===== config.mk =====
export PLATFORM = sky130hd
export DESIGN_NAME = i2c_target_byte_word_file_adapter_unit
export DESIGN_NICKNAME = d
export VERILOG_FILES = /design/src/sv/i2ctbwfa_pkg.sv /design/src/sv/i2ctbwfa_ctrl.sv /design/src/sv/i2ctbwfa_dpath.sv /design/src/sv/i2c_target_byte_word_file_adapter_unit.sv
export VERILOG_INCLUDE_DIRS = /design/src /design/src/sv
export SDC_FILE = /design/constraint.sdc
export NUM_CORES = 2
export LEC_CHECK = 0
export ABC_AREA = 1
export BUFFER_PORTS_ARGS = -buffer_cell sky130_fd_sc_hd__buf_2
export CAP_MARGIN = 10
export CORE_AREA = 4 4 319 477
export CTS_CLUSTER_DIAMETER = 30
export DETAILED_ROUTE_END_ITERATION = 8
export DIE_AREA = 0 0 323 481
export GPL_TIMING_DRIVEN = 0
export PLACE_DENSITY_LB_ADDON = 0.2
export SYNTH_ARGS = -nofsm -noshare
export SYNTH_HDL_FRONTEND = slang
export SYNTH_SLANG_ARGS = --single-unit

===== constraint.sdc =====
create_clock -name clk_i -period 3.2 [get_ports clk_i]
set_input_delay 0.48 -clock clk_i [delete_from_list [all_inputs] [get_ports clk_i]]
set_output_delay 0.48 -clock clk_i [all_outputs]
set_load 0.01 [all_outputs]

===== src/sv/i2c_target_byte_word_file_adapter_unit_assert.svh =====
// Assertion macros shared by the adapter modules.
// Each expects clk_i and rst_ni in the scope where it is used.
`ifndef I2C_TARGET_BYTE_WORD_FILE_ADAPTER_UNIT_ASSERT_SVH
`define I2C_TARGET_BYTE_WORD_FILE_ADAPTER_UNIT_ASSERT_SVH

// Same-cycle implication.
`define I2CTBWFA_ASSERT_IMPL(lbl, ante, cons, msg) \
  lbl: assert property (@(posedge clk_i) disable iff (!rst_ni) (ante) |-> (cons)) \
    else $error(msg);

// Next-cycle implication.
`define I2CTBWFA_ASSERT_NEXT(lbl, ante, cons, msg) \
  lbl: assert property (@(posedge clk_i) disable iff (!rst_ni) (ante) |=> (cons)) \
    else $error(msg);

`endif


===== src/sv/i2ctbwfa_pkg.sv =====
`default_nettype none

package i2ctbwfa_pkg;

  localparam int unsigned CMD_W   = 3;
  localparam int unsigned KIND_W  = 3;
  localparam int unsigned COUNT_W = 6;
  localparam int unsigned REC_W   = 16;
  localparam int unsigned CFG_W   = 4;
  localparam int unsigned THR_W   = 4;

  // Command codes
  localparam logic [CMD_W-1:0] CMD_CTRL_WR    = 3'd0;
  localparam logic [CMD_W-1:0] CMD_WR_DONE    = 3'd1;
  localparam logic [CMD_W-1:0] CMD_POST_TX    = 3'd2;
  localparam logic [CMD_W-1:0] CMD_CTRL_RD    = 3'd3;
  localparam logic [CMD_W-1:0] CMD_ZERO_DEPTH = 3'd4;
  localparam logic [CMD_W-1:0] CMD_POLL       = 3'd5;

  // Result kinds
  localparam logic [KIND_W-1:0] KIND_ACK      = 3'd0;
  localparam logic [KIND_W-1:0] KIND_RX_BYTE  = 3'd1;
  localparam logic [KIND_W-1:0] KIND_TX_BYTE  = 3'd2;
  localparam logic [KIND_W-1:0] KIND_DEPTH    = 3'd3;
  localparam logic [KIND_W-1:0] KIND_RECOVERY = 3'd4;

  // Configuration register indexes
  localparam logic REG_HANDLER_EN   = 1'b0;
  localparam logic REG_STUCK_THRESH = 1'b1;

  localparam logic [THR_W-1:0] THRESH_RESET = 4'd3;

  // Controller to datapath
  typedef struct packed {
    logic load;   // capture the accepted word
    logic exec;   // carry out the captured command
    logic step;   // emit the next drained byte
  } ctl_cmd_t;

  // Datapath to controller
  typedef struct packed {
    logic multi;  // this write-complete drains more than one byte
    logic more;   // bytes remain after the current drain step
  } dp_status_t;

endpackage

`default_nettype wire


===== src/sv/i2ctbwfa_ctrl.sv =====
`default_nettype none
`include "i2c_target_byte_word_file_adapter_unit_assert.svh"

module i2ctbwfa_ctrl
  import i2ctbwfa_pkg::*;
(
  input  wire             clk_i,
  input  wire             rst_ni,
  input  wire             start_i,
  output logic            busy_o,
  input  wire dp_status_t sts_i,
  output ctl_cmd_t        ctl_o
);

  localparam logic [1:0] S_IDLE  = 2'd0;
  localparam logic [1:0] S_EXEC  = 2'd1;
  localparam logic [1:0] S_DRAIN = 2'd2;

  logic [1:0] state_q, state_d;
  ctl_cmd_t   ctl;

  always_comb begin
    state_d = state_q;
    ctl     = '0;
    unique case (state_q)
      S_IDLE: begin
        if (start_i) begin
          ctl.load = 1'b1;
          state_d  = S_EXEC;
        end
      end
      S_EXEC: begin
        ctl.exec = 1'b1;
        state_d  = sts_i.multi ? S_DRAIN : S_IDLE;
      end
      S_DRAIN: begin
        ctl.step = 1'b1;
        if (!sts_i.more) begin
          state_d = S_IDLE;
        end
      end
      default: begin
        state_d = S_IDLE;
      end
    endcase
  end

  always_ff @(posedge clk_i or negedge rst_ni) begin
    if (!rst_ni) begin
      state_q <= S_IDLE;
    end else begin
      state_q <= state_d;
    end
  end

  assign busy_o = (state_q != S_IDLE);
  assign ctl_o  = ctl;

  `I2CTBWFA_ASSERT_NEXT(a_exec_follows_load, ctl_o.load, ctl_o.exec, "load not followed by exec")
  `I2CTBWFA_ASSERT_NEXT(a_drain_ends, (state_q == S_DRAIN) && !sts_i.more, state_q == S_IDLE, "drain overran")
  `I2CTBWFA_ASSERT_IMPL(a_no_load_busy, busy_o, !ctl_o.load, "word loaded while busy")

endmodule

`default_nettype wire


===== src/sv/i2ctbwfa_dpath.sv =====
`default_nettype none
`include "i2c_target_byte_word_file_adapter_unit_assert.svh"

module i2ctbwfa_dpath
  import i2ctbwfa_pkg::*;
#(
  parameter int unsigned FILE_BYTES = 64
) (
  input  wire                clk_i,
  input  wire                rst_ni,
  input  wire  ctl_cmd_t     ctl_i,
  output dp_status_t         sts_o,
  input  wire  [CMD_W-1:0]   cmd_i,
  input  wire  [7:0]         data_byte_i,
  input  wire                sda_high_i,
  input  wire                host_on_i,
  input  wire                cfg_we_i,
  input  wire                cfg_index_i,
  input  wire  [CFG_W-1:0]   cfg_data_i,
  output logic               res_strobe_o,
  output logic [KIND_W-1:0]  kind_o,
  output logic [7:0]         result_byte_o,
  output logic               last_o,
  output logic [COUNT_W-1:0] count_o,
  output logic [REC_W-1:0]   recoveries_o
);

  localparam int unsigned PTR_W   = $clog2(FILE_BYTES);
  localparam int unsigned WORDS   = FILE_BYTES / 4;
  localparam int unsigned WADDR_W = PTR_W - 2;

  typedef logic [3:0][7:0] word_t;

  function automatic word_t tx_reset_word(input logic [WADDR_W-1:0] addr);
    word_t w;
    w = (addr == '0) ? '1 : '0;
    return w;
  endfunction

  // Captured command
  logic [CMD_W-1:0] cmd_q;
  logic [7:0]       data_q;
  logic             sda_q, host_q;

  // Configuration
  logic             hen_q;
  logic [THR_W-1:0] thr_q;

  // Pointers and counters
  logic [PTR_W-1:0] cw_q, cw_d, dw_q, dw_d, dr_q, dr_d, cr_q, cr_d;
  logic [PTR_W-1:0] remain_q, remain_d;
  logic [COUNT_W-1:0] run_q, run_d;
  logic [THR_W-1:0] lp_q, lp_d, lp_inc;
  logic [REC_W-1:0] rec_q, rec_d;
  logic [PTR_W-1:0] n_new, depth;

  // Register files
  word_t rx_mem [WORDS];
  word_t tx_mem [WORDS];
  word_t rx_rd_q, tx_rd_q, tx_word, tx_fill;
  logic [WORDS-1:0] tx_vld_q;
  logic  rx_we, tx_we, tx_clr0;

  // Result
  logic               out_ld;
  logic               strobe_q;
  logic [KIND_W-1:0]  kind_q, kind_d;
  logic [7:0]         byte_q, byte_d;
  logic               last_q, last_d;
  logic [COUNT_W-1:0] cnt_q, cnt_d;
  dp_status_t         sts;

  assign n_new   = cw_q - dw_q;
  assign depth   = dr_q - cr_q;
  assign lp_inc  = lp_q + 4'd1;
  assign tx_word = tx_vld_q[cr_q[PTR_W-1:2]] ? tx_rd_q : tx_reset_word(cr_q[PTR_W-1:2]);

  always_comb begin
    tx_fill = tx_reset_word(dr_q[PTR_W-1:2]);
    tx_fill[dr_q[1:0]] = data_q;
  end

  always_comb begin
    cw_d     = cw_q;
    dw_d     = dw_q;
    dr_d     = dr_q;
    cr_d     = cr_q;
    remain_d = remain_q;
    run_d    = run_q;
    lp_d     = lp_q;
    rec_d    = rec_q;
    rx_we    = 1'b0;
    tx_we    = 1'b0;
    tx_clr0  = 1'b0;
    out_ld   = 1'b0;
    kind_d   = KIND_ACK;
    byte_d   = '0;
    last_d   = 1'b0;
    cnt_d    = '0;
    sts.multi = 1'b0;
    sts.more  = (remain_q != PTR_W'(1));
    if (ctl_i.step) begin
      out_ld   = 1'b1;
      kind_d   = KIND_RX_BYTE;
      byte_d   = rx_rd_q[dw_q[1:0]];
      last_d   = (remain_q == PTR_W'(1));
      cnt_d    = run_q;
      dw_d     = dw_q + PTR_W'(1);
      remain_d = remain_q - PTR_W'(1);
    end else if (ctl_i.exec) begin
      unique case (cmd_q)
        CMD_CTRL_WR: begin
          rx_we  = 1'b1;
          cw_d   = cw_q + PTR_W'(1);
          out_ld = 1'b1;
        end
        CMD_WR_DONE: begin
          lp_d   = '0;
          out_ld = 1'b1;
          if (hen_q) begin
            if (n_new == '0) begin
              last_d = 1'b1;
            end else begin
              kind_d    = KIND_RX_BYTE;
              byte_d    = rx_rd_q[dw_q[1:0]];
              last_d    = (n_new == PTR_W'(1));
              cnt_d     = COUNT_W'(n_new);
              run_d     = COUNT_W'(n_new);
              remain_d  = n_new - PTR_W'(1);
              dw_d      = dw_q + PTR_W'(1);
              sts.multi = (n_new != PTR_W'(1));
            end
          end
        end
        CMD_POST_TX: begin
          tx_we  = 1'b1;
          dr_d   = dr_q + PTR_W'(1);
          out_ld = 1'b1;
        end
        CMD_CTRL_RD: begin
          kind_d = KIND_TX_BYTE;
          byte_d = tx_word[cr_q[1:0]];
          cr_d   = cr_q + PTR_W'(1);
          out_ld = 1'b1;
        end
        CMD_ZERO_DEPTH: begin
          kind_d = KIND_DEPTH;
          cnt_d  = COUNT_W'(depth);
          dr_d   = cr_q;
          out_ld = 1'b1;
        end
        CMD_POLL: begin
          out_ld = 1'b1;
          if (!host_q || sda_q) begin
            lp_d = '0;
          end else if (lp_inc == thr_q) begin
            lp_d   = '0;
            rec_d  = rec_q + 16'd1;
            kind_d = KIND_RECOVERY;
            if (hen_q) begin
              cw_d    = '0;
              dw_d    = '0;
              dr_d    = '0;
              cr_d    = '0;
              tx_clr0 = 1'b1;
            end
          end else begin
            lp_d = lp_inc;
          end
        end
        default: begin
          out_ld = 1'b0;
        end
      endcase
    end
  end

  always_ff @(posedge clk_i or negedge rst_ni) begin
    if (!rst_ni) begin
      hen_q    <= 1'b0;
      thr_q    <= THRESH_RESET;
      cw_q     <= '0;
      dw_q     <= '0;
      dr_q     <= '0;
      cr_q     <= '0;
      remain_q <= '0;
      lp_q     <= '0;
      rec_q    <= '0;
      tx_vld_q <= '0;
      strobe_q <= 1'b0;
    end else begin
      if (cfg_we_i) begin
        unique case (cfg_index_i)
          REG_HANDLER_EN:   hen_q <= cfg_data_i[0];
          REG_STUCK_THRESH: thr_q <= cfg_data_i[THR_W-1:0];
          default:          hen_q <= hen_q;
        endcase
      end
      cw_q     <= cw_d;
      dw_q     <= dw_d;
      dr_q     <= dr_d;
      cr_q     <= cr_d;
      remain_q <= remain_d;
      lp_q     <= lp_d;
      rec_q    <= rec_d;
      strobe_q <= out_ld;
      if (tx_we) begin
        tx_vld_q[dr_q[PTR_W-1:2]] <= 1'b1;
      end else if (tx_clr0) begin
        tx_vld_q[0] <= 1'b0;
      end
    end
  end

  // Payload registers
  always_ff @(posedge clk_i) begin
    if (ctl_i.load) begin
      cmd_q  <= cmd_i;
      data_q <= data_byte_i;
      sda_q  <= sda_high_i;
      host_q <= host_on_i;
    end
    if (out_ld) begin
      kind_q <= kind_d;
      byte_q <= byte_d;
      last_q <= last_d;
      cnt_q  <= cnt_d;
    end
    run_q <= run_d;
  end

  // Receive file: byte-lane write, read at the next drain pointer
  always_ff @(posedge clk_i) begin
    if (rx_we) begin
      rx_mem[cw_q[PTR_W-1:2]][cw_q[1:0]] <= data_q;
    end
    rx_rd_q <= rx_mem[dw_d[PTR_W-1:2]];
  end

  // Transmit file: lane write into a valid word, full fill otherwise
  always_ff @(posedge clk_i) begin
    if (tx_we) begin
      if (tx_vld_q[dr_q[PTR_W-1:2]]) begin
        tx_mem[dr_q[PTR_W-1:2]][dr_q[1:0]] <= data_q;
      end else begin
        tx_mem[dr_q[PTR_W-1:2]] <= tx_fill;
      end
    end
    tx_rd_q <= tx_mem[cr_d[PTR_W-1:2]];
  end

  assign sts_o         = sts;
  assign res_strobe_o  = strobe_q;
  assign kind_o        = kind_q;
  assign result_byte_o = byte_q;
  assign last_o        = last_q;
  assign count_o       = cnt_q;
  assign recoveries_o  = rec_q;

  `I2CTBWFA_ASSERT_IMPL(a_strobe_source, strobe_q, $past(ctl_i.exec || ctl_i.step), "strobe without work")
  `I2CTBWFA_ASSERT_IMPL(a_drain_nonempty, ctl_i.step, remain_q != '0, "drain step with nothing left")
  `I2CTBWFA_ASSERT_IMPL(a_last_kind, strobe_q && last_q, (kind_q == KIND_RX_BYTE) || (kind_q == KIND_ACK), "last on wrong kind")

endmodule

`default_nettype wire


===== src/sv/i2c_target_byte_word_file_adapter_unit.sv =====
`default_nettype none

// I2C target register-file adapter. Issue a command word by raising start
// while busy is low; the word is taken at that edge. Every defined command
// except write-complete answers exactly one result: the word passes the
// execute state, then res_strobe_o is high for one cycle, and the block
// takes no new word until it leaves the execute state. Write-complete with
// the handler enabled drains n new receive bytes, one byte per cycle,
// paced by the single registered read port of the receive file; busy
// stays high until the last byte is on the ports. Unused command codes
// hold busy through the execute state and give no result. The receiver
// cannot stall: each result is on the ports only for the cycle
// res_strobe_o is high. recoveries_o holds the running recovery total.
// Configuration writes are always accepted (cfg_ready_o is tied high) and
// should only be issued while the block is idle.
module i2c_target_byte_word_file_adapter_unit
  import i2ctbwfa_pkg::*;
#(
  parameter int unsigned FILE_BYTES = 64  // power of two, 8 to 64
) (
  input  wire                clk_i,
  input  wire                rst_ni,
  // Command channel
  input  wire                start,
  output logic               busy,
  input  wire  [CMD_W-1:0]   cmd_i,
  input  wire  [7:0]         data_byte_i,
  input  wire                sda_high_i,
  input  wire                host_on_i,
  // Configuration write channel
  input  wire                cfg_valid_i,
  output logic               cfg_ready_o,
  input  wire                cfg_index_i,
  input  wire  [CFG_W-1:0]   cfg_data_i,
  // Result channel
  output logic               res_strobe_o,
  output logic [KIND_W-1:0]  kind_o,
  output logic [7:0]         result_byte_o,
  output logic               last_o,
  output logic [COUNT_W-1:0] count_o,
  output logic [REC_W-1:0]   recoveries_o
);

  ctl_cmd_t   ctl;
  dp_status_t sts;

  // Registers are plain flops; never hold off a configuration word.
  assign cfg_ready_o = 1'b1;

  // Sequence load, execute and drain steps.
  i2ctbwfa_ctrl u_ctrl (
    .clk_i   (clk_i),
    .rst_ni  (rst_ni),
    .start_i (start),
    .busy_o  (busy),
    .sts_i   (sts),
    .ctl_o   (ctl)
  );

  // Hold both register files, the four byte pointers, the poll counter and
  // the result register.
  i2ctbwfa_dpath #(
    .FILE_BYTES (FILE_BYTES)
  ) u_dpath (
    .clk_i         (clk_i),
    .rst_ni        (rst_ni),
    .ctl_i         (ctl),
    .sts_o         (sts),
    .cmd_i         (cmd_i),
    .data_byte_i   (data_byte_i),
    .sda_high_i    (sda_high_i),
    .host_on_i     (host_on_i),
    .cfg_we_i      (cfg_valid_i & cfg_ready_o),
    .cfg_index_i   (cfg_index_i),
    .cfg_data_i    (cfg_data_i),
    .res_strobe_o  (res_strobe_o),
    .kind_o        (kind_o),
    .result_byte_o (result_byte_o),
    .last_o        (last_o),
    .count_o       (count_o),
    .recoveries_o  (recoveries_o)
  );

endmodule

`default_nettype wire


======== Word level (Yosys, flattened, before mapping) ========
Memories as Yosys holds them, arrays and structs flattened. A register that Yosys moved wholly into a read port is not among the register bits.
Index checks and enable logic that the tools add are counted.
word-level totals
  flip-flop bits (word level) ............. 111
  memory bits (writable) .................. 1,024
  input bits .............................. 22
  output and inout bits ................... 37
  word-level logic and storage cells ...... 276
  memories ................................ 2
memories
  memory          words  width  rd ports  clocked after Yosys merged registers in  write ports  line                  text
  u_dpath.rx_mem  16     32     1         1                                        1            i2ctbwfa_dpath.sv:58  word_t rx_mem [WORDS];
  u_dpath.tx_mem  16     32     1         1                                        1            i2ctbwfa_dpath.sv:59  word_t tx_mem [WORDS];
cells by class
  add/subtract/negate cells ............... 10
  magnitude comparators ................... 9
  eq/ne operators ......................... 23
  muxes and demuxes ....................... 136
  bitwise logic cells ..................... 38
  reduce and logical (&&, ||, !) cells .... 33
operators by type and width
  cell                                                        count
  2-to-1 mux 32 bit                                           5
  2-to-1 mux 6 bit                                            24
  2-to-1 mux 1 bit                                            74
  2-to-1 mux 8 bit                                            8
  case mux 6 bit (2 select lines)                             4
  binary-select mux 8 bit (select 2 bit)                      2
  bitwise mux 32 bit                                          1
  demux 8 bit (select 2 bit)                                  2
  bitwise OR 1 bit                                            32
  adder 6 x 1 -> 6 bit, second input constant                 4
  case mux 6 bit (3 select lines)                             1
  AND reduction 6 bit                                         3
  adder 16 x 1 -> 16 bit, second input constant               1
  bitwise OR 16 bit                                           1
  case mux 8 bit (2 select lines)                             1
  nonzero test 2 bit                                          8
  equality test 6 x 1 -> 1 bit, second input constant         2
  less-than comparator 2 x 3 -> 1 bit, second input constant  4
  != test 6 x 1 -> 1 bit, second input constant               2
  case mux 3 bit (4 select lines)                             1
  subtractor 6 x 1 -> 6 bit, second input constant            2
  subtractor 6 bit                                            2
  less-than comparator 4 x 5 -> 1 bit, second input constant  2
  AND reduction 5 bit                                         2
  35 further kinds                                            61

======== Depth between registers and ports, before layout ========
  depth in word-level cells ............... 9
  gate-level depth with buffers ........... 23
  mapped depth without buffers ............ 20

======== Modules after synthesis ========
From an unflattened synthesis, not the netlist that was laid out.
unflattened totals
  cells, all modules ...................... 4,563
  area total of the unflattened synthesis .. 51,119.0 um^2
by module, submodules not included
  module                                  instances  cells an instance  area an instance (um^2)  sequential area each (um^2)
  i2ctbwfa_dpath                          1          4,548              51,011.4                 34,946.0
  i2ctbwfa_ctrl                           1          13                 96.3                     50.0
  i2c_target_byte_word_file_adapter_unit  1          2                  11.3                     0.0

======== Worst setup path after synthesis ========
OpenSTA, ideal clock, no wires.
  path type ............................... reg-to-reg
  start ................................... register u_dpath.dw_q[0]
  end ..................................... register u_dpath.rx_rd_q[13] (netlist bit) (read register of u_dpath.rx_mem)
  library setup time ...................... 0.113 ns
  arrival ................................. 2.712 ns
  data required time ...................... 3.087 ns
  setup slack ............................. 0.375 ns
  stages on the path, launching flop included .. 19
  path buffers ............................ 2
  clock period less this slack ............ 2.825 ns
  cell sequence ........................... dfrtp_1 -> ha_1 -> fa_1 -> nand3b_1 -> nand2_1 -> xnor2_1 -> nand3_2 -> nand2_1 -> nand2_1 -> nand3_1 -> nand2_2 -> nand2_4 -> buf_4 -> buf_4 -> nand2_1 -> nand3_1 -> nand3_1 -> nand3_1 -> nand2_1
between the ends
  longest elaborated chain between the ends .. 7
  elaborated cells between the ends (all ways) .. 8
  those cells by class .................... add/sub (2); mux (5); reduce/logical (1)
ends and longest elaborated chain
  item                             line                   text
  start, declared                  i2ctbwfa_dpath.sv:50   logic [PTR_W-1:0] cw_q, cw_d, dw_q, dw_d, dr_q, dr_d, cr_q, cr_d;
  start signal, assigned           i2ctbwfa_dpath.sv:200  dw_q <= dw_d;
  subtractor 6 bit                 i2ctbwfa_dpath.sv:73   assign n_new = cw_q - dw_q;
  zero test 6 bit                  i2ctbwfa_dpath.sv:121  if (n_new == '0) begin
  2-to-1 mux 6 bit                 i2ctbwfa_dpath.sv:121
  2-to-1 mux 6 bit                 i2ctbwfa_dpath.sv:120  if (hen_q) begin
  case mux 6 bit (2 select lines)  i2ctbwfa_dpath.sv:111  unique case (cmd_q)
  2-to-1 mux 6 bit                 i2ctbwfa_dpath.sv:110  end else if (ctl_i.exec) begin
  2-to-1 mux 6 bit *               i2ctbwfa_dpath.sv:102  if (ctl_i.step) begin
  end, declared                    i2ctbwfa_dpath.sv:60   word_t rx_rd_q, tx_rd_q, tx_word, tx_fill;
Every way passes the cells marked *; elsewhere a longest branch is shown, timed or not. The select of a mux whose other input is x is not followed.
A chain may end at the register's enable or synchronous reset.

======== Final worst setup path ========
  start ................................... register u_dpath.cw_q[0]
  end ..................................... register u_dpath.rx_rd_q[15] (netlist bit) (read register of u_dpath.rx_mem)
between the ends
  longest elaborated chain between the ends .. 7
ends and longest elaborated chain
  item                             line                   text
  start, declared                  i2ctbwfa_dpath.sv:50
  start signal, assigned           i2ctbwfa_dpath.sv:199  cw_q <= cw_d;
  subtractor 6 bit                 i2ctbwfa_dpath.sv:73
  zero test 6 bit                  i2ctbwfa_dpath.sv:121
  2-to-1 mux 6 bit                 i2ctbwfa_dpath.sv:121
  2-to-1 mux 6 bit                 i2ctbwfa_dpath.sv:120
  case mux 6 bit (2 select lines)  i2ctbwfa_dpath.sv:111
  2-to-1 mux 6 bit                 i2ctbwfa_dpath.sv:110
  2-to-1 mux 6 bit                 i2ctbwfa_dpath.sv:102
Every way passes these cells. The select of a mux whose other input is x is not followed.

==> results.tsv <==
metric	value	unit
cts_made_buffers	209	
initial_core_util	34.77	%
die-area	155400	um2
dpl_cell_area	55180	um2
async_reset_ff_share	6.172	%
groute.usage.overall	22.65	%
mappedNetlistArea	51480	um2
outcome	finished, violations left	
fmax	0.3119	GHz
worst_skew_pair.late_latency	0.85	ns
synth_largest_area_cell	edfxtp_1	
fill_cells	13488	
peakVddDrop	0.5972	mV
core_area	148100	um2
grt_pass1_wl	254.2	mm
relSlewSlack	35.72	%
synth_cell_types	58	
drv_slew	0	
endpoint_kind	flip-flop	
critical_path.max_stage_delay	0.37	ns
yosys_most_used_dff	edfxtp_1	
ctsRootBufferMaster	clkbuf_16	
hpwl	128.3	mm
io_buffers	57	
synth-edff-count	1061	
fin_setup_tns	-0.006207	ns
antenna_found_initial	7	
vias	38022	
setup_viol	1	
drive_gt1_share	26.22	%
crit_chain	inv_2 -> ha_4 -> fa_2 -> or2_0 -> and2_4 -> nand3_4 -> nor2_4 -> nand3_4 -> nand2_4 -> nand2_4 -> nand3b_1 -> nand2_2 -> o21ai_4 -> buf_12 -> buf_12 -> clkbuf_16 -> buf_12 -> nand3_4 -> nand3_2 -> nand3_2 -> nand2_1	
final_cell_mix	edfxtp_1, nand2_1, nand3_1	
worst_path_dominant_cell_family	simple AND/OR/NAND/NOR gates	
finalWirelength	182.7	mm
ys_seq_elements	1199	
rsz0062_at_grt	true	
first_pass_iters	5	
die_w	323	um
final_nets	5291	
synth_area_per_cell	10.73	um2
path_clk_slew	0.06	ns
finalClockSkew	0.07774	ns
yosysTopAreaCellShare	61.88	%
tightest_slew	0.9631	ns
ant_nets	0	
final.min_clock_period	3.206	ns
violations	setup timing	
cpMaxStageDelayCell	dfrtp_1	
path_class	flip-flop to flip-flop	
synthCells	4799	
critPathLaunchType	flip-flop	
grt_pass1_vias	37179	
fin_cells	7351	
yosysSeqAreaShare	67.97	%
place_congestion	0.9343	
tritoncts	done	
dp.cells	6834	
initialDrtViolationCount	3443	
critical_path_buf_inv_count	5	
crit_arrival	3.95	ns
hold_path_class	primary input to flip-flop	
cts_sinks	1199	
yosys_warnings	0	
drc	0	
maxCapViolCount	0	
hold_violations	0	
grt_max_degree	49	
worst_slack	-0.006207	ns
drt-wirelength-per-cell	24.86	um
via_per_inst	5.172	
cp.required	3.94	ns
io_pins	59	
fin_area	68960	um2
final_common_cell	edfxtp_1	
total_power	49600	uW
num_rows	173	
cts_max_path_buffers	3	
path_max_fanout	6	
grt-ovfl-total	0	
p_leak	0.02673	uW
area_delta_synth_final	33.95	%
die_h	481	um
yosys-top-cells-area	edfxtp_1, nand2_1, nand3_1	
final_core_util	46.58	%
synth_fp_nets	4853	
h-tree-depth	4	
final.period_utilization	100.2	%
p_per_area	719.2	nW/um2
[final timing paths]
kind | start | end | slack (ns) | depth (start not counted)
max | u_dpath.cw_q[0] | u_dpath.rx_rd_q[15] | -0.006 | 21
min | cfg_index_i | u_dpath.thr_q[1] | 0.10 | 3
max reg2reg | u_dpath.cw_q[0] | u_dpath.rx_rd_q[15] | -0.006 | 21
min reg2reg | u_dpath.recoveries_o[15] | u_dpath.recoveries_o[15] | 0.47 | 1
max in group asynchronous | rst_ni | u_dpath.thr_q[1] | 2.20 | 3
min in group asynchronous | rst_ni | u_dpath.res_strobe_o | 0.17 | 2
[synthesized netlist by cell type (3+ instances only)]
library cell / n
buf_1: 20
clkbuf_1: 79
inv_1: 495
xor2_1: 13
a32o_1: 8
a21oi_1: 81
nor2_2: 8
buf_6: 21
buf_2: 109
a22o_1: 4
dfxtp_1: 64
o211ai_1: 66
dfrtp_1: 72
o21ai_0: 243
xnor2_1: 16
o22ai_1: 22
buf_4: 30
nor3_1: 10
nor2_1: 342
a22oi_1: 11
ha_1: 30
o221ai_1: 4
clkinv_1: 3
nor4_1: 3
nand4_1: 8
o21ai_1: 24
nand3_1: 807
nand2_1: 1090
inv_2: 16
edfxtp_1: 1061
[per-layer routing]
layer / track usage [%] / part of all wire (%) / vias up
met2: 39.49 / 50 / 1371
met4: 14.32 / 7.5 / 0
li1: - / - / 17381
met5: 0 / 0 / -
met1: 25.57 / 36 / 18808
met3: 4.075 / 6.0 / 462
[area by class of cell]
cell class	count	area [um2]	area share (%)
multi-input combinational	2826	16710	24.22
buffer	259	2405	3.487
tap	1925	2409	3.492
sequential	1199	35000	50.76
clock inverter	152	1918	2.781
antenna	2	5.005	0.007257
inverter	514	1941	2.814
timing repair buffer	228	3034	4.400
clock buffer	246	5544	8.039
[worst min-delay path: stages]
cell and delay (ns):
buf_2 0.10, nand2_1 0.19, a21oi_1 0.10
[report_power, final]
part           internal (uW)  switching [uW]  total [uW]
combinational           2410            5340        7750
sequential             18300             399       18700
clock                  14800            8400       23200
total                  35500           14100       49600
[flip-flops by register name, indices dropped and copies added (netlist names), 4 cells and up]
name	flops
u_dpath.cw_q	6
u_dpath.cr_q	6
u_dpath.rx_rd_q	32
u_dpath.rx_mem	512
u_dpath.remain_q	6
u_dpath.tx_mem	512
u_dpath.run_q	6
u_dpath.dw_q	6
u_dpath.count_o	6
u_dpath.recoveries_o	16
u_dpath.result_byte_o	8
u_dpath.tx_rd_q	32
u_dpath.tx_vld_q	16
u_dpath.lp_q	4
u_dpath.thr_q	4
u_dpath.dr_q	6
u_dpath.data_q	8
[cells by family after synthesis]
logic type | count (synthesis) | synth area share [%]
DFF | 1199 | 67.97
xor gates and xnor gates | 29 | 0.4933
AOI/OAI and AO/OA | 477 | 5.317
other | 1 | 0.007284
adders and majority gates | 32 | 0.8068
muxes | 2 | 0.04131
buffers and inverters | 775 | 6.445
and+or+nand+nor | 2284 | 18.91
[per-stage QoR]
stage | hold WS (ns) | worst slack, ns
detailed placement | 0.4610 | -1.395
global route | 0.1090 | -0.1083
floorplan | 0.1844 | 0.3748
finish | 0.1028 | -0.006207
CTS | 0.04651 | -0.2376
global placement | 0.4552 | -2.675
[timing repair]
action | in CTS | in global routing
buffers inserted | 27 | 43
cloned | 2 | 27
endpoints found under the setup margin | 1648 | 1167
endpoints found under the hold margin | 44 | 0
hold buffers | 20 | 0
pin swaps | 30 | 173
gates resized for setup | 529 | 735
Note: power is estimated with default switching activity, not from simulation.
